$ cat config.mk
export PLATFORM = sky130hd
export DESIGN_NAME = pulse_width_reciprocal_meter_flat
export DESIGN_NICKNAME = d
export VERILOG_FILES = /design/src/sv/pwrm_pkg.sv /design/src/sv/pwrm_in_if.sv /design/src/sv/pwrm_out_if.sv /design/src/sv/pwrm_cfg_if.sv /design/src/sv/pulse_width_reciprocal_meter.sv /design/src/flat_wrapper.sv
export SDC_FILE = /design/constraint.sdc
export NUM_CORES = 1
export LEC_CHECK = 0
export ABC_AREA = 1
export BUFFER_PORTS_ARGS = -buffer_cell sky130_fd_sc_hd__clkbuf_2
export CORE_ASPECT_RATIO = 2
export CORE_UTILIZATION = 45
export DETAILED_ROUTE_END_ITERATION = 8
export PLACE_DENSITY = 0.59
export RECOVER_POWER = 25
export SYNTH_ARGS = -nofsm -noshare
export SYNTH_HDL_FRONTEND = slang
export SYNTH_SLANG_ARGS = --single-unit
$ cat constraint.sdc
create_clock -name clk -period 3.7 [get_ports clk]
set_input_delay 0.74 -clock clk [delete_from_list [all_inputs] [get_ports clk]]
set_output_delay 0.74 -clock clk [all_outputs]
set_load 0.02 [all_outputs]
$ cat src/sv/pwrm_pkg.sv
`default_nettype none
// ----------------------------------------------------------------------------
// pwrm_pkg
// Shared types and constants for the pulse width reciprocal meter.
// ----------------------------------------------------------------------------
package pwrm_pkg;

  localparam int COUNT_BITS = 32;
  localparam int DATA_W     = 32;
  localparam int DIV_STEPS  = DATA_W;
  localparam int CNT_W      = $clog2(DIV_STEPS);
  localparam int READ_W     = 17;
  localparam int DIGITS     = 5;
  localparam int BCD_W      = 4 * DIGITS;

  localparam logic [READ_W-1:0] READ_MAX = READ_W'(99999);

  localparam logic [DATA_W-1:0] SCALE_RST = DATA_W'(72000000);
  localparam logic [DATA_W-1:0] LIMIT_RST = DATA_W'(60000);
  localparam logic [DATA_W-1:0] WMIN_RST  = DATA_W'(721);
  localparam logic [DATA_W-1:0] WMAX_RST  = DATA_W'(35999);

  typedef logic [3:0]            digit_t;
  typedef logic [DATA_W-1:0]     word_t;
  typedef logic [COUNT_BITS-1:0] count_t;

  typedef enum logic [1:0] {
    REG_SCALE = 2'd0,
    REG_LIMIT = 2'd1,
    REG_WMIN  = 2'd2,
    REG_WMAX  = 2'd3
  } reg_idx_t;

endpackage
`default_nettype wire

$ cat src/sv/pwrm_in_if.sv
`default_nettype none
// ----------------------------------------------------------------------------
// pwrm_in_if
// Capture timestamp request channel.
// ----------------------------------------------------------------------------
interface pwrm_in_if;
  logic                  valid;
  logic                  ready;
  pwrm_pkg::word_t       capture_time;

  modport source (output valid, output capture_time, input ready);
  modport sink   (input valid, input capture_time, output ready);
endinterface
`default_nettype wire

$ cat src/sv/pwrm_out_if.sv
`default_nettype none
// ----------------------------------------------------------------------------
// pwrm_out_if
// Reading result channel: range flag, five BCD digits and measured width.
// ----------------------------------------------------------------------------
interface pwrm_out_if;
  logic              valid;
  logic              ready;
  logic              in_range;
  pwrm_pkg::digit_t  digit_tens;
  pwrm_pkg::digit_t  digit_units;
  pwrm_pkg::digit_t  digit_tenths;
  pwrm_pkg::digit_t  digit_hundredths;
  pwrm_pkg::digit_t  digit_thousandths;
  pwrm_pkg::word_t   pulse_width;

  modport source (output valid, output in_range, output digit_tens, output digit_units,
                  output digit_tenths, output digit_hundredths, output digit_thousandths,
                  output pulse_width, input ready);
  modport sink   (input valid, input in_range, input digit_tens, input digit_units,
                  input digit_tenths, input digit_hundredths, input digit_thousandths,
                  input pulse_width, output ready);
endinterface
`default_nettype wire

$ cat src/sv/pwrm_cfg_if.sv
`default_nettype none
// ----------------------------------------------------------------------------
// pwrm_cfg_if
// Register write channel.
// ----------------------------------------------------------------------------
interface pwrm_cfg_if;
  logic                valid;
  logic                ready;
  pwrm_pkg::reg_idx_t  index;
  pwrm_pkg::word_t     data;

  modport source (output valid, output index, output data, input ready);
  modport sink   (input valid, input index, input data, output ready);
endinterface
`default_nettype wire

$ cat src/sv/pulse_width_reciprocal_meter.sv
`default_nettype none
// ----------------------------------------------------------------------------
// pulse_width_reciprocal_meter
// Pulse high-width meter with reciprocal reading in BCD digits.
// ----------------------------------------------------------------------------
// Capture requests alternate rising and falling edge. A rising-edge request
// only records its timestamp and gives no result. A falling-edge request
// gives no result when the width is zero or at/above the limit. When the
// width is outside the display window it skips the divider and gives an
// out-of-range result with all digits zero. Otherwise the quotient comes
// from a restoring divider retiring one bit per cycle, then a shift-and-add-3
// converter builds the digits one bit per cycle.
// The result waits in an output register; the next request is taken meanwhile.
// Registers may be written at any time the block is idle.
// ----------------------------------------------------------------------------
module pulse_width_reciprocal_meter (
  input  wire          clk,
  input  wire          rst_n,
  pwrm_in_if.sink      in_ch,
  pwrm_out_if.source   out_ch,
  pwrm_cfg_if.sink     cfg_ch
);
  import pwrm_pkg::*;

  typedef enum logic [4:0] {
    S_IDLE = 5'b00001,
    S_CHK  = 5'b00010,
    S_DIV  = 5'b00100,
    S_BCD  = 5'b01000,
    S_DONE = 5'b10000
  } state_t;

  state_t             state_r, state_nxt;
  logic               fall_r, fall_nxt;
  count_t             rise_r, rise_nxt;
  count_t             width_r, width_nxt;
  logic               shown_r, shown_nxt;
  count_t             rem_r, rem_nxt;
  word_t              quo_r, quo_nxt;
  logic [CNT_W-1:0]   cnt_r, cnt_nxt;
  logic [READ_W-1:0]  bin_r, bin_nxt;
  logic [BCD_W-1:0]   bcd_r, bcd_nxt;

  word_t              scale_r, limit_r, wmin_r, wmax_r;

  logic               ov_r, ov_nxt;
  logic               o_range_r;
  logic [BCD_W-1:0]   o_bcd_r;
  count_t             o_width_r;

  logic               in_acc, load_out;
  count_t             stamp;
  logic [COUNT_BITS:0] trial;
  logic [COUNT_BITS:0] shifted;
  logic [BCD_W-1:0]   adj;

  assign in_ch.ready  = (state_r == S_IDLE);
  assign cfg_ch.ready = 1'b1;
  assign in_acc       = in_ch.valid && in_ch.ready;
  assign stamp        = in_ch.capture_time[COUNT_BITS-1:0];
  assign load_out     = (state_r == S_DONE) && (!ov_r || out_ch.ready);

  assign shifted = {rem_r, quo_r[DATA_W-1]};
  assign trial   = shifted - {1'b0, width_r};

  always_comb begin
    adj = bcd_r;
    for (int d = 0; d < DIGITS; d++) begin
      if (bcd_r[4*d +: 4] >= 4'd5) begin
        adj[4*d +: 4] = bcd_r[4*d +: 4] + 4'd3;
      end
    end
  end

  always_comb begin
    state_nxt = state_r;
    fall_nxt  = fall_r;
    rise_nxt  = rise_r;
    width_nxt = width_r;
    shown_nxt = shown_r;
    rem_nxt   = rem_r;
    quo_nxt   = quo_r;
    cnt_nxt   = cnt_r;
    bin_nxt   = bin_r;
    bcd_nxt   = bcd_r;
    case (state_r)
      S_IDLE: begin
        if (in_acc) begin
          if (!fall_r) begin
            rise_nxt = stamp;
            fall_nxt = 1'b1;
          end else begin
            fall_nxt  = 1'b0;
            width_nxt = stamp - rise_r;
            state_nxt = S_CHK;
          end
        end
      end
      S_CHK: begin
        shown_nxt = (word_t'(width_r) >= wmin_r) && (word_t'(width_r) <= wmax_r);
        rem_nxt   = '0;
        quo_nxt   = scale_r;
        bcd_nxt   = '0;
        bin_nxt   = '0;
        cnt_nxt   = CNT_W'(READ_W - 1);
        if (width_r == '0 || word_t'(width_r) >= limit_r) begin
          state_nxt = S_IDLE;
        end else if ((word_t'(width_r) >= wmin_r) && (word_t'(width_r) <= wmax_r)) begin
          cnt_nxt   = CNT_W'(DIV_STEPS - 1);
          state_nxt = S_DIV;
        end else begin
          state_nxt = S_BCD;
        end
      end
      S_DIV: begin
        if (!trial[COUNT_BITS]) begin
          rem_nxt = trial[COUNT_BITS-1:0];
          quo_nxt = {quo_r[DATA_W-2:0], 1'b1};
        end else begin
          rem_nxt = shifted[COUNT_BITS-1:0];
          quo_nxt = {quo_r[DATA_W-2:0], 1'b0};
        end
        cnt_nxt = cnt_r - 1'b1;
        if (cnt_r == '0) begin
          cnt_nxt   = CNT_W'(READ_W - 1);
          state_nxt = S_BCD;
          if (quo_nxt > word_t'(READ_MAX)) begin
            bin_nxt = READ_MAX;
          end else begin
            bin_nxt = quo_nxt[READ_W-1:0];
          end
        end
      end
      S_BCD: begin
        bcd_nxt = {adj[BCD_W-2:0], bin_r[READ_W-1]};
        bin_nxt = {bin_r[READ_W-2:0], 1'b0};
        cnt_nxt = cnt_r - 1'b1;
        if (cnt_r == '0) begin
          state_nxt = S_DONE;
        end
      end
      S_DONE: begin
        if (load_out) begin
          state_nxt = S_IDLE;
        end
      end
      default: state_nxt = S_IDLE;
    endcase
  end

  always_comb begin
    ov_nxt = ov_r;
    if (load_out) begin
      ov_nxt = 1'b1;
    end else if (out_ch.ready) begin
      ov_nxt = 1'b0;
    end
  end

  always_ff @(posedge clk) begin
    if (!rst_n) begin
      state_r <= S_IDLE;
      fall_r  <= 1'b0;
      ov_r    <= 1'b0;
      scale_r <= SCALE_RST;
      limit_r <= LIMIT_RST;
      wmin_r  <= WMIN_RST;
      wmax_r  <= WMAX_RST;
    end else begin
      state_r <= state_nxt;
      fall_r  <= fall_nxt;
      ov_r    <= ov_nxt;
      if (cfg_ch.valid) begin
        case (cfg_ch.index)
          REG_SCALE: scale_r <= cfg_ch.data;
          REG_LIMIT: limit_r <= cfg_ch.data;
          REG_WMIN:  wmin_r  <= cfg_ch.data;
          REG_WMAX:  wmax_r  <= cfg_ch.data;
          default: ;
        endcase
      end
    end
  end

  always_ff @(posedge clk) begin
    rise_r  <= rise_nxt;
    width_r <= width_nxt;
    shown_r <= shown_nxt;
    rem_r   <= rem_nxt;
    quo_r   <= quo_nxt;
    cnt_r   <= cnt_nxt;
    bin_r   <= bin_nxt;
    bcd_r   <= bcd_nxt;
    if (load_out) begin
      o_range_r <= shown_r;
      o_bcd_r   <= bcd_r;
      o_width_r <= width_r;
    end
  end

  assign out_ch.valid             = ov_r;
  assign out_ch.in_range          = o_range_r;
  assign out_ch.digit_tens        = o_bcd_r[19:16];
  assign out_ch.digit_units       = o_bcd_r[15:12];
  assign out_ch.digit_tenths      = o_bcd_r[11:8];
  assign out_ch.digit_hundredths  = o_bcd_r[7:4];
  assign out_ch.digit_thousandths = o_bcd_r[3:0];
  assign out_ch.pulse_width       = word_t'(o_width_r);

endmodule
`default_nettype wire
$ cat src/flat_wrapper.sv
// flat-port wrapper written by rule: the top's interface ports become plain ports
module pulse_width_reciprocal_meter_flat import pwrm_pkg::*;
  (clk, rst_n, in_ch_valid, in_ch_capture_time, in_ch_ready, out_ch_valid, out_ch_in_range, out_ch_digit_tens, out_ch_digit_units, out_ch_digit_tenths, out_ch_digit_hundredths, out_ch_digit_thousandths, out_ch_pulse_width, out_ch_ready, cfg_ch_valid, cfg_ch_index, cfg_ch_data, cfg_ch_ready);
  pwrm_in_if in_ch_i ();
  pwrm_out_if out_ch_i ();
  pwrm_cfg_if cfg_ch_i ();
  input  wire clk;
  input  wire rst_n;
  input wire logic [$bits(in_ch_i.valid)-1:0] in_ch_valid;
  input wire logic [$bits(in_ch_i.capture_time)-1:0] in_ch_capture_time;
  output wire logic [$bits(in_ch_i.ready)-1:0] in_ch_ready;
  output wire logic [$bits(out_ch_i.valid)-1:0] out_ch_valid;
  output wire logic [$bits(out_ch_i.in_range)-1:0] out_ch_in_range;
  output wire logic [$bits(out_ch_i.digit_tens)-1:0] out_ch_digit_tens;
  output wire logic [$bits(out_ch_i.digit_units)-1:0] out_ch_digit_units;
  output wire logic [$bits(out_ch_i.digit_tenths)-1:0] out_ch_digit_tenths;
  output wire logic [$bits(out_ch_i.digit_hundredths)-1:0] out_ch_digit_hundredths;
  output wire logic [$bits(out_ch_i.digit_thousandths)-1:0] out_ch_digit_thousandths;
  output wire logic [$bits(out_ch_i.pulse_width)-1:0] out_ch_pulse_width;
  input wire logic [$bits(out_ch_i.ready)-1:0] out_ch_ready;
  input wire logic [$bits(cfg_ch_i.valid)-1:0] cfg_ch_valid;
  input wire logic [$bits(cfg_ch_i.index)-1:0] cfg_ch_index;
  input wire logic [$bits(cfg_ch_i.data)-1:0] cfg_ch_data;
  output wire logic [$bits(cfg_ch_i.ready)-1:0] cfg_ch_ready;
  assign in_ch_i.valid = in_ch_valid;
  assign in_ch_i.capture_time = in_ch_capture_time;
  assign in_ch_ready = in_ch_i.ready;
  assign out_ch_valid = out_ch_i.valid;
  assign out_ch_in_range = out_ch_i.in_range;
  assign out_ch_digit_tens = out_ch_i.digit_tens;
  assign out_ch_digit_units = out_ch_i.digit_units;
  assign out_ch_digit_tenths = out_ch_i.digit_tenths;
  assign out_ch_digit_hundredths = out_ch_i.digit_hundredths;
  assign out_ch_digit_thousandths = out_ch_i.digit_thousandths;
  assign out_ch_pulse_width = out_ch_i.pulse_width;
  assign out_ch_i.ready = out_ch_ready;
  assign cfg_ch_i.valid = cfg_ch_valid;
  assign cfg_ch_i.index = cfg_ch_index;
  assign cfg_ch_i.data = cfg_ch_data;
  assign cfg_ch_ready = cfg_ch_i.ready;
  pulse_width_reciprocal_meter u_core (.clk(clk), .rst_n(rst_n), .in_ch(in_ch_i), .out_ch(out_ch_i), .cfg_ch(cfg_ch_i));
endmodule
-- After elaboration in Yosys (flattened, before gate mapping)
Cells that the tools add are included.
- add/subtract/negate cells: 8
- multipliers: 0
- div/mod/pow operators: 0
- magnitude comparators: 9
- eq/ne operators: 13
- shift-type cells: 0
- multiplexer cells: 29
- bitwise gates (word level): 1
- reductions and logical operators: 22
- operators by type and width (kind ; count):
    32-bit one-hot mux with 2 select lines ; 2
    32-bit >= comparator ; 2
    32-bit two-way mux ; 2
    17-bit one-hot mux with 3 select lines ; 1
    5-bit two-way mux ; 8
    20-bit one-hot mux with 2 select lines ; 1
    17-bit two-way mux ; 2
    33-bit by 32-bit subtractor with 33-bit output ; 1
    32-bit by 17-bit greater-than comparator with 1-bit output (second input constant) ; 1
    32-bit <= comparator ; 1
    32-bit zero test ; 1
    32-bit subtractor ; 1
    5-bit one-hot mux with 5 select lines ; 1
    4-bit two-way mux ; 6
    4-bit by 3-bit >= comparator with 1-bit output (second input constant) ; 5
    4-bit by 2-bit adder with 4-bit output (second input constant) ; 4
    5-bit one-hot mux with 3 select lines ; 1
    2-bit AND reduction ; 6
    2-bit by 1-bit != test with 1-bit output (second input constant) ; 3
    3-bit AND reduction ; 2
    2-bit nonzero test ; 3
    5-bit by 1-bit == test with 1-bit output (second input constant) ; 1
    5-bit by 2-bit == test with 1-bit output (second input constant) ; 1
    5-bit by 3-bit == test with 1-bit output (second input constant) ; 1
    other kinds (17) ; 25
- register bits: 359
- bits in latches: 0
- bits in writable memories: 0
- memory bits (read-only): 0
- input port bits: 71
- output and inout bits: 56
- logic and storage cells: 100
- memories: 0

-- Depth between registers and ports, before layout
Gate-level depths: netlist of the first run.
- depth in word-level cells: 7
- gate-level depth with buffers: 18
- gate-level depth less buffers: 18

-- Least setup slack after synthesis of the first run
No wires, ideal clock.
- kind: input -> register
- from: in out_ch_ready
- to: reg u_core.o_bcd_r[0], enable pin
- setup time: 0.464 ns
- data arrival time: 3.008 ns
- required time: 3.236 ns
- path slack: 0.229 ns
- stages on the path: 2
- path buffers: 0
- path through: nor2_1 nor2_1
- longest elaborated chain between the ends: 2
- RTL lines (item ; line ; source):
    from (decl) ; flat_wrapper.sv:20 ; input wire logic [$bits(out_ch_i.ready)-1:0] out_ch_ready;
    1-bit logical OR ; pulse_width_reciprocal_meter.sv:61 ; assign load_out = (state_r == S_DONE) && (!ov_r || out_ch.ready);
    1-bit logical AND ; pulse_width_reciprocal_meter.sv:61 ;
    via u_core.load_out ; pulse_width_reciprocal_meter.sv:51 ; logic in_acc, load_out;
    to (signal assigned) ; pulse_width_reciprocal_meter.sv:196 ; o_bcd_r <= bcd_r;
    to (decl) ; pulse_width_reciprocal_meter.sv:48 ; logic [BCD_W-1:0] o_bcd_r;
The timed path passes the listed nets, and every way through them passes these cells.
A chain may end at the register's enable or synchronous reset.

-- Final worst setup path of the first run
- from: reg u_core.width_r[11]
- to: reg u_core.rem_r[17] (data pin)
- longest elaborated chain between the ends: 3
- RTL lines (item ; line ; source):
    from (decl) ; pulse_width_reciprocal_meter.sv:36 ; count_t width_r, width_nxt;
    from (signal assigned) ; pulse_width_reciprocal_meter.sv:187 ; width_r <= width_nxt;
    33-bit by 32-bit subtractor with 33-bit output ; pulse_width_reciprocal_meter.sv:64 ; assign trial = shifted - {1'b0, width_r};
    32-bit two-way mux ; pulse_width_reciprocal_meter.sv:116 ; if (!trial[COUNT_BITS]) begin
    32-bit one-hot mux with 2 select lines ; pulse_width_reciprocal_meter.sv:86 ; case (state_r)
    to (signal assigned) ; pulse_width_reciprocal_meter.sv:189 ; rem_r <= rem_nxt;
    to (decl) ; pulse_width_reciprocal_meter.sv:38 ; count_t rem_r, rem_nxt;
No other way between the ends.

==> results of run 1 <==
==> synth_stat cells (6+ instances only) <==
library cell and count:
sky130_fd_sc_hd__o21bai_1 7, sky130_fd_sc_hd__o21ai_1 15, sky130_fd_sc_hd__inv_1 322, sky130_fd_sc_hd__xor2_1 41, sky130_fd_sc_hd__nor3_1 36, sky130_fd_sc_hd__nand2_1 408, sky130_fd_sc_hd__a21oi_1 210, sky130_fd_sc_hd__nor2_2 20
sky130_fd_sc_hd__o21ai_0 208, sky130_fd_sc_hd__nor4_1 8, sky130_fd_sc_hd__nand3b_1 7, sky130_fd_sc_hd__edfxtp_1 224, sky130_fd_sc_hd__nand4_1 23, sky130_fd_sc_hd__a21oi_2 6, sky130_fd_sc_hd__nor2_1 211, sky130_fd_sc_hd__clkbuf_1 49
sky130_fd_sc_hd__o21a_1 7, sky130_fd_sc_hd__a31oi_1 7, sky130_fd_sc_hd__nand3_1 56, sky130_fd_sc_hd__ha_1 170, sky130_fd_sc_hd__xnor2_1 16, sky130_fd_sc_hd__a21o_1 13, sky130_fd_sc_hd__o211ai_1 16, sky130_fd_sc_hd__dfxtp_1 135
==> worst max-delay path, stage by stage (launching register included) <==
cell	delay [ps]
sky130_fd_sc_hd__edfxtp_1	560
sky130_fd_sc_hd__inv_1	150
sky130_fd_sc_hd__ha_1	360
sky130_fd_sc_hd__a21oi_1	200
sky130_fd_sc_hd__a21boi_2	250
sky130_fd_sc_hd__o21ai_1	100
sky130_fd_sc_hd__a21o_1	200
sky130_fd_sc_hd__nand2_1	90
sky130_fd_sc_hd__nand3_1	120
sky130_fd_sc_hd__nand2_4	410
sky130_fd_sc_hd__inv_8	180
sky130_fd_sc_hd__nor2_1	150
sky130_fd_sc_hd__nor2_1	50
==> placed cells by master (no fill, tap or decap), types with 3 or more instances in the layout <==
cell type                   netlist  layout
sky130_fd_sc_hd__xor2_1          41      41
sky130_fd_sc_hd__nand2_2          2       3
sky130_fd_sc_hd__o221ai_1         3       3
sky130_fd_sc_hd__nand2_1        408     407
sky130_fd_sc_hd__nor3_1          36      37
sky130_fd_sc_hd__clkbuf_1        49      56
sky130_fd_sc_hd__nand3_1         56      56
sky130_fd_sc_hd__a21o_1          13      13
sky130_fd_sc_hd__xnor2_1         16      16
sky130_fd_sc_hd__edfxtp_1       224     224
sky130_fd_sc_hd__nand4_1         23      23
sky130_fd_sc_hd__o21ai_1         15      15
sky130_fd_sc_hd__ha_1           170     170
sky130_fd_sc_hd__o21ai_0        208     208
sky130_fd_sc_hd__a21boi_0         3       3
sky130_fd_sc_hd__o211ai_1        16      16
sky130_fd_sc_hd__nor2_2          20      21
sky130_fd_sc_hd__nor4_1           8       8
sky130_fd_sc_hd__a21oi_1        210     210
sky130_fd_sc_hd__dfxtp_1        135     135
sky130_fd_sc_hd__nor2_1         211     208
sky130_fd_sc_hd__clkbuf_16        0      36
sky130_fd_sc_hd__clkbuf_8         0       3
sky130_fd_sc_hd__o21a_1           7       7
sky130_fd_sc_hd__a31oi_1          7       7
sky130_fd_sc_hd__bufinv_16        0       4
sky130_fd_sc_hd__o21bai_1         7       7
sky130_fd_sc_hd__inv_1          322     322
sky130_fd_sc_hd__buf_4            1      12
sky130_fd_sc_hd__clkinv_1         2       7
sky130_fd_sc_hd__clkbuf_2         0      96
sky130_fd_sc_hd__a21oi_2          6       6
sky130_fd_sc_hd__nand3b_1         7       7
==> logic make-up after synthesis <==
kind of cell / count (synthesis) / share of synthesized area, %
compound gates: 506 / 13.99
flops: 359 / 48.10
fa+ha+maj: 172 / 11.06
other cells: 1 / 0.01913
xor+xnor: 57 / 2.547
buf+inv: 385 / 7.756
simple gates: 780 / 16.53
==> worst max path at each step <==
stage                                 start                        endpoint  cells past startpoint
2_1_floorplan                  out_ch_ready     u_core.o_bcd_r[0]$_DFFE_PP_                      2
3_5_place_dp          in_ch_capture_time[0]    u_core.width_r[30]$_DFFE_PP_                     15
3_3_place_gp          in_ch_capture_time[0]    u_core.width_r[30]$_DFFE_PP_                     15
5_1_grt        u_core.width_r[11]$_DFFE_PP_  u_core.rem_r[17]$_SDFFCE_PN0P_                     12
4_1_cts        u_core.width_r[11]$_DFFE_PP_  u_core.rem_r[23]$_SDFFCE_PN0P_                     12
6_report       u_core.width_r[11]$_DFFE_PP_  u_core.rem_r[17]$_SDFFCE_PN0P_                     12
==> layer usage <==
metal / global-route usage (%) / vias up / share of wire, %
li1: - / 7850 / -
met1: 26.24 / 7434 / 37
met5: 0 / - / 0
met3: 3.144 / 150 / 3.8
met2: 47.30 / 377 / 53
met4: 14.77 / 0 / 6.2
==> per-stage QoR <==
step                hold WS, ps  power (uW)
CTS                       374.6        9700
global placement          405.6        5923
floorplan                 400.3        5486
global route              381.1        9981
finish                    388.6        9606
detailed placement        405.2        5946
==> report_power, final <==
group          switching [uW]  total [uW]  internal [uW]
combinational             910        1370            462
clock                    1610        3750           2140
sequential               79.2        4490           4410
==> cell type report <==
cell class                 instances  area share, %
clock buffer                      46          4.408
inverter                         327          5.621
multi-input combinational       1516          39.48
sequential                       359          42.92
timing repair buffer             158          3.525
clock inverter                    18         0.9454
tap                              545          3.104
==> flip-flops by register name (all words and copies together) (netlist names), 32 cells and up <==
signal,cells
u_core.wmax_r,32
u_core.rem_r,32
u_core.wmin_r,32
u_core.scale_r,32
u_core.out_ch.pulse_width,32
u_core.quo_r,32
u_core.width_r,32
u_core.rise_r,32
u_core.limit_r,32
==> results.txt, run 1 <==
----------------------------------------------------
[Power]
  Power Density ... 437.2 mW/mm2
  Static Leak ... 0.009452 uW
  Largest voltage drop on the vdd net ... 0.3564 mV

[Cells and area]
  Inserted Diodes ... 0
  Count of filler cells inserted in the layout ... 4,047
  Final net count ... 2,640
  Layout Utilization ... 51.44%
  Multi-input logic area ... 0.008673 mm2
  Finished Cell Area ... 0.02197 mm2
  Sequential standard cell area ... 0.009429 mm2
  Final non-filler cell total ... 2,969
  Share of final-layout standard cells stronger than drive strength 1 ... 8.498%
  Area growth syn-to-layout ... 12.08%

[Global route]
  Aggregate global-route resource usage ... 25.27%
  Antenna violations before repair ... 0
  Largest net degree at the start of global routing ... 111
  Via count of the first global-routing pass ... 15,965
  GRT overflow ... 0
  Global-route wire length before repair ... 85,730 um

[Placement]
  Count of buffers from port buffering ... 125
  HPWL after DPL ... 42,440 um
  Number of instances in the placed design ... 2,905
  Final GP Congestion ... 0.9723
  Worst slack, placed ... 449.6 ps
  Cell area after placement ... 0.02093 mm2

[Synth]
  Number of register bits inferred by synthesis ... 359
  Synth top area share ... 34.32%
  Most instantiated flip-flop cell in the synthesis netlist ... sky130_fd_sc_hd__edfxtp_1
  Area of the mapped netlist ... 0.01960 mm2
  Fraction of registers with async set or reset after synthesis ... 0%
  Number of warning messages in the yosys log ... 0
  Fraction of the yosys area taken by sequential cells ... 48.10%
  Synth Net Count ... 2,503
  Dominant cell type by area after synthesis ... sky130_fd_sc_hd__edfxtp_1
  Number of library cell types mapped by synthesis ... 51
  Cells taking the most area after synthesis ... sky130_fd_sc_hd__edfxtp_1, sky130_fd_sc_hd__dfxtp_1, sky130_fd_sc_hd__ha_1, sky130_fd_sc_hd__nand2_1, sky130_fd_sc_hd__inv_1
  Cell count after synthesis ... 2,260
  Mean cell area of the mapped netlist ... 8.673 um2
  Post-synth EDFFs ... 224

[Timing]
  Number of hold violations in the final report ... 0
  Unrepaired setup endpoints after global routing ... no
  Final worst setup slack ... 598.8 ps
  Maximum achievable frequency ... 322.5 MHz
  Setup clock skew after layout ... 19.11 ps
  Max-slew headroom ... -38.99%
  Period utilization ... 83.82%
  Total negative slack for setup checks ... 0 ps
  Measured slew at the worst slew-check pin ... 2085 ps
  Time the final worst path needs with I/O delays and setup ... 3101 ps
  Setup violations, final ... 0
  Number of pins with negative max-slew slack in the final report ... 111

[Route]
  Detailed-route vias per instance ... 5.325
  Routed wire per std cell ... 18.60 um
  Number of DRC markers after the initial detailed-route iteration ... 885
  Pre-Repair DR Iteration Count ... 7
  Vias after detailed routing ... 15,811
  Total Wirelength ... 55,210 um
  Detailed-route DRC error count ... 0
  Detail Route Antenna Nets ... 0

[Worst setup path]
  Arr. time, crit path ... 3400 ps
  Worst r2r src ... u_core.width_r[11]$_DFFE_PP_
  Sort of element at the start of the critical path ... flip-flop
  Endpoint required time on the critical path ... 4000 ps
  Setup slack of the worst register-to-register path ... 600 ps
  Depth of the worst register-to-register path ... 12
  Reg-to-reg endpoint ... u_core.rem_r[17]$_SDFFCE_PN0P_
  Type of destination of the critical path ... flip-flop
  Largest fanout of any net on the critical path ... 41
  Crit Path Class ... flip-flop to flip-flop

[Clocking]
  Source-to-sink clock delay at the later pin of the worst-skew pair ... 550 ps
  Clock transition at the registers of the reported paths ... 60 ps
  Number of gates resized after CTS ... 0
  Hold_buf cts ... 0
  CTS H-tree lvls ... 2
  Longest Clk Path Bufs ... 3
  Post-CTS setup repair buffer count ... 0
  Buffer cell driving the clock tree root ... sky130_fd_sc_hd__clkbuf_16
  Cts bufs inserted ... 35
  CTS tree ... yes
  Sinks on the clock net ... 359

[Floorplan]
  Core Box Area ... 0.04271 mm2
  Standard-cell row count ... 107
  Floorplan die width ... 149.6 um
  Initial cell density of the core ... 45.90%
  # IOs ... 127
  Area of the die ... 0.04445 mm2
  Die Span Y ... 297.2 um

[Hold path]
  Type of the worst min-delay path ... input pin to flip-flop
  Hold EP ... u_core.rise_r[0]$_DFFE_PP_
  Worst hold path depth ... 1
  Worst Hold Launch ... in_ch_capture_time[0]

[Status]
  Failing checks ... max-capacitance violations, max-slew violations
  Outcome ... complete, but fails checks

[Job]
  Maximum Capacitance Violations ... 1

----------------------------------------------------
Power figures use the tool's default switching activity.
==> inputs of run 2 (changes only) <==
PLACE_DENSITY = 0.62   (was 0.59)
clock period = 2.65 ns   (was 3.7 ns; I/O delays follow)
==> results.txt, run 2 (synthesis gave the netlist of run 1 again) <==
----------------------------------------------------
[Floorplan]
  Core Box Area ... 0.04271 mm2 (unchanged)
  Standard-cell row count ... 107 (unchanged)
  # IOs ... 127 (unchanged)
  Die Span Y ... 297.2 um (unchanged)
  Floorplan die width ... 149.6 um (unchanged)
  Area of the die ... 0.04445 mm2 (unchanged)
  Initial cell density of the core ... 45.90% (unchanged)

[Worst setup path]
  Largest fanout of any net on the critical path ... 3 (-93%)
  Endpoint required time on the critical path ... 2950 ps (-1050 ps)
  Reg-to-reg endpoint ... u_core.rem_r[22]$_SDFFCE_PN0P_
  Depth of the worst register-to-register path ... 13 (+1)
  Sort of element at the start of the critical path ... flip-flop
  Arr. time, crit path ... 2840 ps (-560 ps)
  Worst r2r src ... u_core.width_r[3]$_DFFE_PP_
  Setup slack of the worst register-to-register path ... 100 ps (-500 ps)
  Crit Path Class ... flip-flop to flip-flop
  Type of destination of the critical path ... flip-flop

[Clocking]
  Hold_buf cts ... 0 (unchanged)
  CTS H-tree lvls ... 2 (unchanged)
  Longest Clk Path Bufs ... 3 (unchanged)
  CTS tree ... yes
  Clock transition at the registers of the reported paths ... 70 ps (about the same)
  Sinks on the clock net ... 359 (unchanged)
  Source-to-sink clock delay at the later pin of the worst-skew pair ... 540 ps (about the same)
  Cts bufs inserted ... 35 (unchanged)
  Buffer cell driving the clock tree root ... sky130_fd_sc_hd__clkbuf_16

[Cells and area]
  Most frequent standard cell in the layout excluding fill and tap cells ... sky130_fd_sc_hd__nand2_1
  Count of filler cells inserted in the layout ... 3,986 (-1.5%)
  Inserted Diodes ... 0 (unchanged)
  Finished Cell Area ... 0.02292 mm2 (+4.3%)
  Area growth syn-to-layout ... 16.92%
  Share of final-layout standard cells stronger than drive strength 1 ... 13.78% (+5.3 points)
  Commonest cells after routing, fill and taps aside ... sky130_fd_sc_hd__nand2_1, sky130_fd_sc_hd__inv_1, sky130_fd_sc_hd__edfxtp_1
  Layout Utilization ... 53.66% (+2.2 points)
  Final net count ... 2,726 (+3.3%)

[Placement]
  HPWL after DPL ... 42,730 um (+0.68%)
  Final GP Congestion ... 0.9232 (-5.0%)
  Worst slack, placed ... -191.2 ps (-640.8 ps)
  Cell area after placement ... 0.02156 mm2 (+3.0%)
  Count of buffers from port buffering ... 125 (unchanged)

[Global route]
  GRT overflow ... 0 (unchanged)
  Global-route wire length before repair ... 84,540 um (-1.4%)
  Antenna violations before repair ... 0 (unchanged)
  Via count of the first global-routing pass ... 16,022 (+0.36%)
  Aggregate global-route resource usage ... 24.89% (-0.38 points)
  Largest net degree at the start of global routing ... 122 (+9.9%)

[Power]
  Switching Share ... 27.13% (+0.086 points)
  Static Leak ... 0.009972 uW (+5.5%)
  Power Density ... 600.2 mW/mm2 (+37%)
  Largest voltage drop on the vdd net ... 0.5140 mV (+44%)
  Power share of the clock group ... 39.1% (about the same)
  Part of the power in registers ... 45.3% (-1.4 points)
  Pwr Total ... 13,750 uW (+43%)
  Internal power of the cells ... 10,020 uW (+43%)
  Net switching power ... 3732 uW (+44%)
  Logic pwr share ... 15.6% (+1.3 points)

[Status]
  Outcome ... complete, but fails checks
  Failing checks ... max-capacitance violations, max-slew violations

[Timing]
  Measured slew at the worst slew-check pin ... 2216 ps (+131.3 ps)
  Post-route worst hold slack ... 185.1 ps (-203.5 ps)
  Final worst setup slack ... 103.3 ps (-495.5 ps)
  Setup clock skew after layout ... 14.36 ps (-4.757 ps)
  Number of pins with negative max-slew slack in the final report ... 122 (+9.9%)
  Maximum achievable frequency ... 392.7 MHz (+22%)
  Number of hold violations in the final report ... 0 (unchanged)
  Setup violations, final ... 0 (unchanged)
  Period utilization ... 96.10% (+12 points)
  Max-slew headroom ... -47.74% (-8.8 points)
  Time the final worst path needs with I/O delays and setup ... 2547 ps (-554.5 ps)

[Route]
  Detailed-route DRC error count ... 0 (unchanged)
  Detailed-route vias per instance ... 5.245 (-1.5%)
  Total Wirelength ... 54,890 um (-0.59%)
  Number of DRC markers after the initial detailed-route iteration ... 771 (-13%)
  Routed wire per std cell ... 17.97 um (-3.4%)
  Vias after detailed routing ... 16,024 (+1.3%)
  Pre-Repair DR Iteration Count ... 5 (-2)
  Detail Route Antenna Nets ... 0 (unchanged)

[Hold path]
  Worst hold path depth ... 1 (unchanged)
  Type of the worst min-delay path ... input pin to flip-flop
  Worst Hold Launch ... in_ch_capture_time[0]
  Hold EP ... u_core.rise_r[0]$_DFFE_PP_

[Job]
  Maximum Capacitance Violations ... 1 (unchanged)

----------------------------------------------------
run 2: changes by cell type in the layout (fill, tap and decap cells not counted), moves of 6 or more:
cell | previous run | this run
sky130_fd_sc_hd__ha_1 | 170 | 162
sky130_fd_sc_hd__buf_4 | 12 | 97
sky130_fd_sc_hd__o21ai_0 | 208 | 198
sky130_fd_sc_hd__o21ai_1 | 15 | 24
sky130_fd_sc_hd__inv_2 | 2 | 8
sky130_fd_sc_hd__a21oi_2 | 6 | 14
sky130_fd_sc_hd__clkbuf_1 | 56 | 45
sky130_fd_sc_hd__a21oi_1 | 210 | 202
sky130_fd_sc_hd__ha_2 | 0 | 7
run 2: worst max-delay path: stages (launching register included):
cell and delay [ps]:
sky130_fd_sc_hd__edfxtp_1 440, sky130_fd_sc_hd__inv_1 80, sky130_fd_sc_hd__ha_1 330, sky130_fd_sc_hd__a21oi_2 210, sky130_fd_sc_hd__o21ai_4 110, sky130_fd_sc_hd__buf_4 150, sky130_fd_sc_hd__a21boi_1 160, sky130_fd_sc_hd__inv_1 80
sky130_fd_sc_hd__nand3_1 70, sky130_fd_sc_hd__nand3b_1 180, sky130_fd_sc_hd__buf_4 200, sky130_fd_sc_hd__xor2_1 140, sky130_fd_sc_hd__nor2_2 100, sky130_fd_sc_hd__nor2_1 50
run 2: power groups by stage:
stage	logic [uW]	clock network (uW)	registers (uW)
after floorplan	1320	0	6340
after global placement	2060	0	6360
after detailed placement	2090	0	6360
after CTS	2110	5490	6240
after global routing	2380	5670	6250
final	2140	5380	6240
run 2: routing by layer:
| layer | GRT usage [%] | vias up | routed length [um] |
|---|---|---|---|
| li1 | - | 8020 | - |
| met5 | 0 | - | 0 |
| met2 | 46.56 | 347 | 29240 |
| met1 | 25.25 | 7495 | 19820 |
| met3 | 2.561 | 162 | 1878 |
| met4 | 16.96 | 0 | 3959 |
run 2: layout make-up:
type | count | area [um2] | share of cell area [%]
tap | 545 | 681.9 | 2.975
timing repair buffer | 244 | 1504 | 6.562
clock inverter | 15 | 160.2 | 0.6988
sequential | 359 | 9429 | 41.14
multi-input combinational | 1516 | 8835 | 38.55
inverter | 327 | 1235 | 5.388
clock buffer | 49 | 1074 | 4.684
run 2: worst max-delay path by stage:
stage	start	cells after the start	to	slack, ps
after floorplan	u_core.state_r[3]$_SDFFE_PN0P_	5	u_core.rise_r[0]$_DFFE_PP_	3
after global placement	in_ch_capture_time[0]	16	u_core.width_r[30]$_DFFE_PP_	-140
after detailed placement	in_ch_capture_time[0]	16	u_core.width_r[30]$_DFFE_PP_	-190
after CTS	u_core.width_r[15]$_DFFE_PP_	13	u_core.rem_r[22]$_SDFFCE_PN0P_	20
after global routing	u_core.width_r[22]$_DFFE_PP_	12	u_core.rem_r[7]$_SDFFCE_PN0P_	-3
final	u_core.width_r[3]$_DFFE_PP_	13	u_core.rem_r[22]$_SDFFCE_PN0P_	100
run 2: timing repair:
action | in CTS | in global routing
setup endpoints to repair | 2 | 41
buffers inserted | 0 | 7
pin swaps | 0 | 6
gates resized for setup | 1 | 51
cloned | 0 | 1
run 2: stage by stage:
step                instances  TNS, ps
CTS                      3047        0
global route             3055   -4.169
detailed placement       2983   -690.1
finish                   3055        0
global placement         2983   -476.0
floorplan                2260        0
==> inputs of run 3 (changes only) <==
ABC_AREA = not set   (was 1)
==> results.txt, run 3 <==
----------------------------------------------------
[Timing]
  Number of pins with negative max-slew slack in the final report ... 40 (-67%)
  Measured slew at the worst slew-check pin ... 2223 ps (+6.936 ps)
  Max-slew headroom ... -48.20% (-0.46 points)
  Maximum achievable frequency ... 316.8 MHz (-19%)
  Setup violations, final ... 44 (+44)
  Number of hold violations in the final report ... 0 (unchanged)
  Final worst setup slack ... -506.1 ps (-609.5 ps)
  Setup clock skew after layout ... 15.94 ps (+1.581 ps)
  Period utilization ... 119.1% (+23 points)
  Post-route worst hold slack ... 176.1 ps (-8.963 ps)
  Time the final worst path needs with I/O delays and setup ... 3156 ps (+609.5 ps)
  Unrepaired setup endpoints after global routing ... yes

[Worst setup path]
  Worst r2r src ... u_core.width_r[13]$_DFFE_PP_
  Setup slack of the worst register-to-register path ... -510 ps (-610 ps)
  Reg-to-reg endpoint ... u_core.cnt_r[1]$_DFFE_PP_
  Type of destination of the critical path ... flip-flop
  Arr. time, crit path ... 3540 ps (+700 ps)
  Depth of the worst register-to-register path ... 9 (-4)
  Largest fanout of any net on the critical path ... 4 (+1)
  Sort of element at the start of the critical path ... flip-flop
  Endpoint required time on the critical path ... 3030 ps (+80 ps)
  Crit Path Class ... flip-flop to flip-flop

[Cells and area]
  Area growth syn-to-layout ... 28.31%
  Multi-input logic area ... 0.01022 mm2 (+16%)
  Sequential standard cell area ... 0.009429 mm2 (unchanged)
  Share of final-layout standard cells stronger than drive strength 1 ... 24.04% (+10 points)
  Finished Cell Area ... 0.02514 mm2 (+9.7%)
  Inserted Diodes ... 0 (unchanged)
  Most frequent standard cell in the layout excluding fill and tap cells ... sky130_fd_sc_hd__nand2_1
  Count of filler cells inserted in the layout ... 3,691 (-7.4%)
  Commonest cells after routing, fill and taps aside ... sky130_fd_sc_hd__nand2_1, sky130_fd_sc_hd__buf_4, sky130_fd_sc_hd__edfxtp_1
  Final net count ... 2,694 (-1.2%)

[Global route]
  Global-route wire length before repair ... 91,940 um (+8.7%)
  Via count of the first global-routing pass ... 17,173 (+7.2%)
  Antenna violations before repair ... 0 (unchanged)
  GRT overflow ... 0 (unchanged)
  Aggregate global-route resource usage ... 27.11% (+2.2 points)
  Largest net degree at the start of global routing ... 65 (-47%)

[Route]
  Total Wirelength ... 59,500 um (+8.4%)
  Detailed-route DRC error count ... 0 (unchanged)
  Routed wire per std cell ... 19.68 um (+9.5%)
  Detail Route Antenna Nets ... 0 (unchanged)
  Detailed-route vias per instance ... 5.465 (+4.2%)
  Number of DRC markers after the initial detailed-route iteration ... 869 (+13%)
  Vias after detailed routing ... 16,527 (+3.1%)
  Pre-Repair DR Iteration Count ... 6 (+1)

[Floorplan]
  Standard-cell row count ... 107 (unchanged)
  Initial cell density of the core ... 45.88% (about the same)
  Die Span Y ... 297.1 um (about the same)
  Floorplan die width ... 149.5 um (about the same)
  Core Box Area ... 0.04271 mm2 (unchanged)
  # IOs ... 127 (unchanged)
  Area of the die ... 0.04443 mm2 (about the same)

[Clocking]
  Buffer cell driving the clock tree root ... sky130_fd_sc_hd__clkbuf_16
  CTS tree ... yes
  Hold_buf cts ... 0 (unchanged)
  Longest Clk Path Bufs ... 3 (unchanged)
  Clock transition at the registers of the reported paths ... 60 ps (about the same)
  Sinks on the clock net ... 359 (unchanged)
  CTS H-tree lvls ... 2 (unchanged)
  Source-to-sink clock delay at the later pin of the worst-skew pair ... 550 ps (about the same)
  Cts bufs inserted ... 36 (+2.9%)

[Synth]
  Post-synth EDFFs ... 224 (unchanged)
  Number of warning messages in the yosys log ... 0 (unchanged)
  Number of library cell types mapped by synthesis ... 75 (+47%)
  Most frequent cell after synthesis ... sky130_fd_sc_hd__nand2_1
  Area of the mapped netlist ... 0.01959 mm2 (about the same)
  Cell count after synthesis ... 2,072 (-8.3%)
  Synth Net Count ... 2,315 (-7.5%)
  Fraction of the yosys area taken by sequential cells ... 48.13% (about the same)
  Fraction of registers with async set or reset after synthesis ... 0% (unchanged)
  Cells taking the most area after synthesis ... sky130_fd_sc_hd__edfxtp_1, sky130_fd_sc_hd__dfxtp_1, sky130_fd_sc_hd__ha_1, sky130_fd_sc_hd__nand2_1, sky130_fd_sc_hd__a21boi_0
  Most instantiated flip-flop cell in the synthesis netlist ... sky130_fd_sc_hd__edfxtp_1
  Number of register bits inferred by synthesis ... 359 (unchanged)
  Top post-synthesis cells by count ... sky130_fd_sc_hd__nand2_1, sky130_fd_sc_hd__edfxtp_1, sky130_fd_sc_hd__inv_1
  Dominant cell type by area after synthesis ... sky130_fd_sc_hd__edfxtp_1
  Synth top area share ... 34.33% (about the same)
  Mean cell area of the mapped netlist ... 9.456 um2 (+9.0%)

[Power]
  Power Density ... 663.2 mW/mm2 (+10%)
  Internal power of the cells ... 11,640 uW (+16%)
  Part of the power in registers ... 40.0% (-5.3 points)
  Logic pwr share ... 27.0% (+11 points)
  Largest voltage drop on the vdd net ... 0.6601 mV (+28%)
  Static Leak ... 0.01042 uW (+4.5%)
  Switching Share ... 30.19% (+3.1 points)
  Net switching power ... 5033 uW (+35%)
  Power share of the clock group ... 33.0% (-6.1 points)

[Placement]
  HPWL after DPL ... 44,290 um (+3.6%)
  Count of buffers from port buffering ... 125 (unchanged)
  Final GP Congestion ... 0.9374 (+1.5%)
  Cell area after placement ... 0.02277 mm2 (+5.6%)

[Hold path]
  Type of the worst min-delay path ... input pin to flip-flop
  Worst hold path depth ... 1 (unchanged)
  Hold EP ... u_core.rise_r[0]$_DFFE_PP_
  Worst Hold Launch ... in_ch_capture_time[0]

[Status]
  Failing checks ... max-capacitance violations, max-slew violations, negative setup slack
  Outcome ... complete, but fails checks

[Job]
  Maximum Capacitance Violations ... 1 (unchanged)

----------------------------------------------------
[run 3: changes by cell type after synthesis, moves of 24 or more]
| cell | before | now |
|---|---|---|
| sky130_fd_sc_hd__nand2_1 | 408 | 449 |
| sky130_fd_sc_hd__a21oi_1 | 210 | 118 |
| sky130_fd_sc_hd__inv_1 | 322 | 188 |
| sky130_fd_sc_hd__nor2_1 | 211 | 86 |
| sky130_fd_sc_hd__a21o_1 | 13 | 53 |
| sky130_fd_sc_hd__xor2_1 | 41 | 17 |
| sky130_fd_sc_hd__nand2b_1 | 1 | 27 |
| sky130_fd_sc_hd__a21boi_0 | 3 | 103 |
| sky130_fd_sc_hd__o21ai_0 | 208 | 67 |
[run 3: power by group through the flow]
stage	Clock, uW	Sequential [uW]	Combinational, uW
2_1_floorplan	0	6770	2340
3_3_place_gp	0	6770	3980
3_5_place_dp	0	6790	4080
4_1_cts	5590	6670	4400
5_1_grt	5760	6710	4920
6_report	5500	6670	4500
[run 3: logic make-up after synthesis]
kind of cell	Yosys count	share of synthesized area, %
simple gates	746	16.88
mux	2	0.1022
buf+inv	262	5.115
compound gates	485	16.69
xor+xnor	45	2.012
other cells	1	0.01914
flops	359	48.13
fa+ha+maj	172	11.06
[run 3: worst max-delay path, cell delays in order, from the launching register on]
cell                       delay [ps]
sky130_fd_sc_hd__edfxtp_1         420
sky130_fd_sc_hd__clkbuf_1         420
sky130_fd_sc_hd__ha_4             280
sky130_fd_sc_hd__a21o_1           170
sky130_fd_sc_hd__a211o_1          300
sky130_fd_sc_hd__a311o_1          390
sky130_fd_sc_hd__a211o_1          310
sky130_fd_sc_hd__a211o_4          370
sky130_fd_sc_hd__buf_6            140
sky130_fd_sc_hd__o22ai_2          170
[run 3: layer usage]
metal | vias up | global-route usage (%) | wire length (um)
li1 | 8027 | - | -
met1 | 7862 | 26.40 | 20500
met2 | 435 | 51.44 | 31890
met3 | 203 | 3.758 | 2495
met4 | 0 | 18.00 | 4617
met5 | - | 0 | 0
[run 3: worst max path at each step]
stage / from / end / slack (ps) / depth (start not counted)
finish: u_core.width_r[13]$_DFFE_PP_ / u_core.cnt_r[1]$_DFFE_PP_ / -510 / 9
global route: u_core.width_r[0]$_DFFE_PP_ / u_core.rem_r[31]$_SDFFCE_PN0P_ / -520 / 11
CTS: u_core.width_r[0]$_DFFE_PP_ / u_core.rem_r[31]$_SDFFCE_PN0P_ / -440 / 11
detailed placement: u_core.rem_r[0]$_SDFFCE_PN0P_ / u_core.rem_r[29]$_SDFFCE_PN0P_ / -640 / 11
global placement: u_core.rem_r[0]$_SDFFCE_PN0P_ / u_core.rem_r[29]$_SDFFCE_PN0P_ / -630 / 11
floorplan: u_core.width_r[15]$_DFFE_PP_ / u_core.rem_r[31]$_SDFFCE_PN0P_ / -340 / 12
[run 3: through the flow]
| stage | utilization (%) | total power [uW] | cells | worst slack (ps) | TNS [ps] |
|---|---|---|---|---|---|
| 6_report | 58.86 | 16670 | 3024 | -506.1 | -15330 |
| 5_1_grt | 58.86 | 17390 | 3024 | -518.5 | -17880 |
| 4_1_cts | 58.39 | 16660 | 3019 | -441.0 | -13390 |
| 3_5_place_dp | 53.32 | 10870 | 2930 | -636.1 | -25100 |
| 3_3_place_gp | 53.32 | 10760 | 2930 | -632.5 | -23480 |
| 2_1_floorplan | - | 9110 | 2072 | -335.6 | -5382 |
[run 3: final cells by class]
class	instances	share of cell area [%]
inverter	188	2.817
clock buffer	47	4.166
timing repair buffer	415	11.26
multi-input combinational	1451	40.65
tap	545	2.713
clock inverter	19	0.8859
sequential	359	37.51
[run 3: repair_timing]
item	4_1_cts	5_1_grt
gates cloned	2	0
buffers inserted	25	12
pin swaps	76	49
gates resized for setup	163	76
setup endpoints to repair	52	57
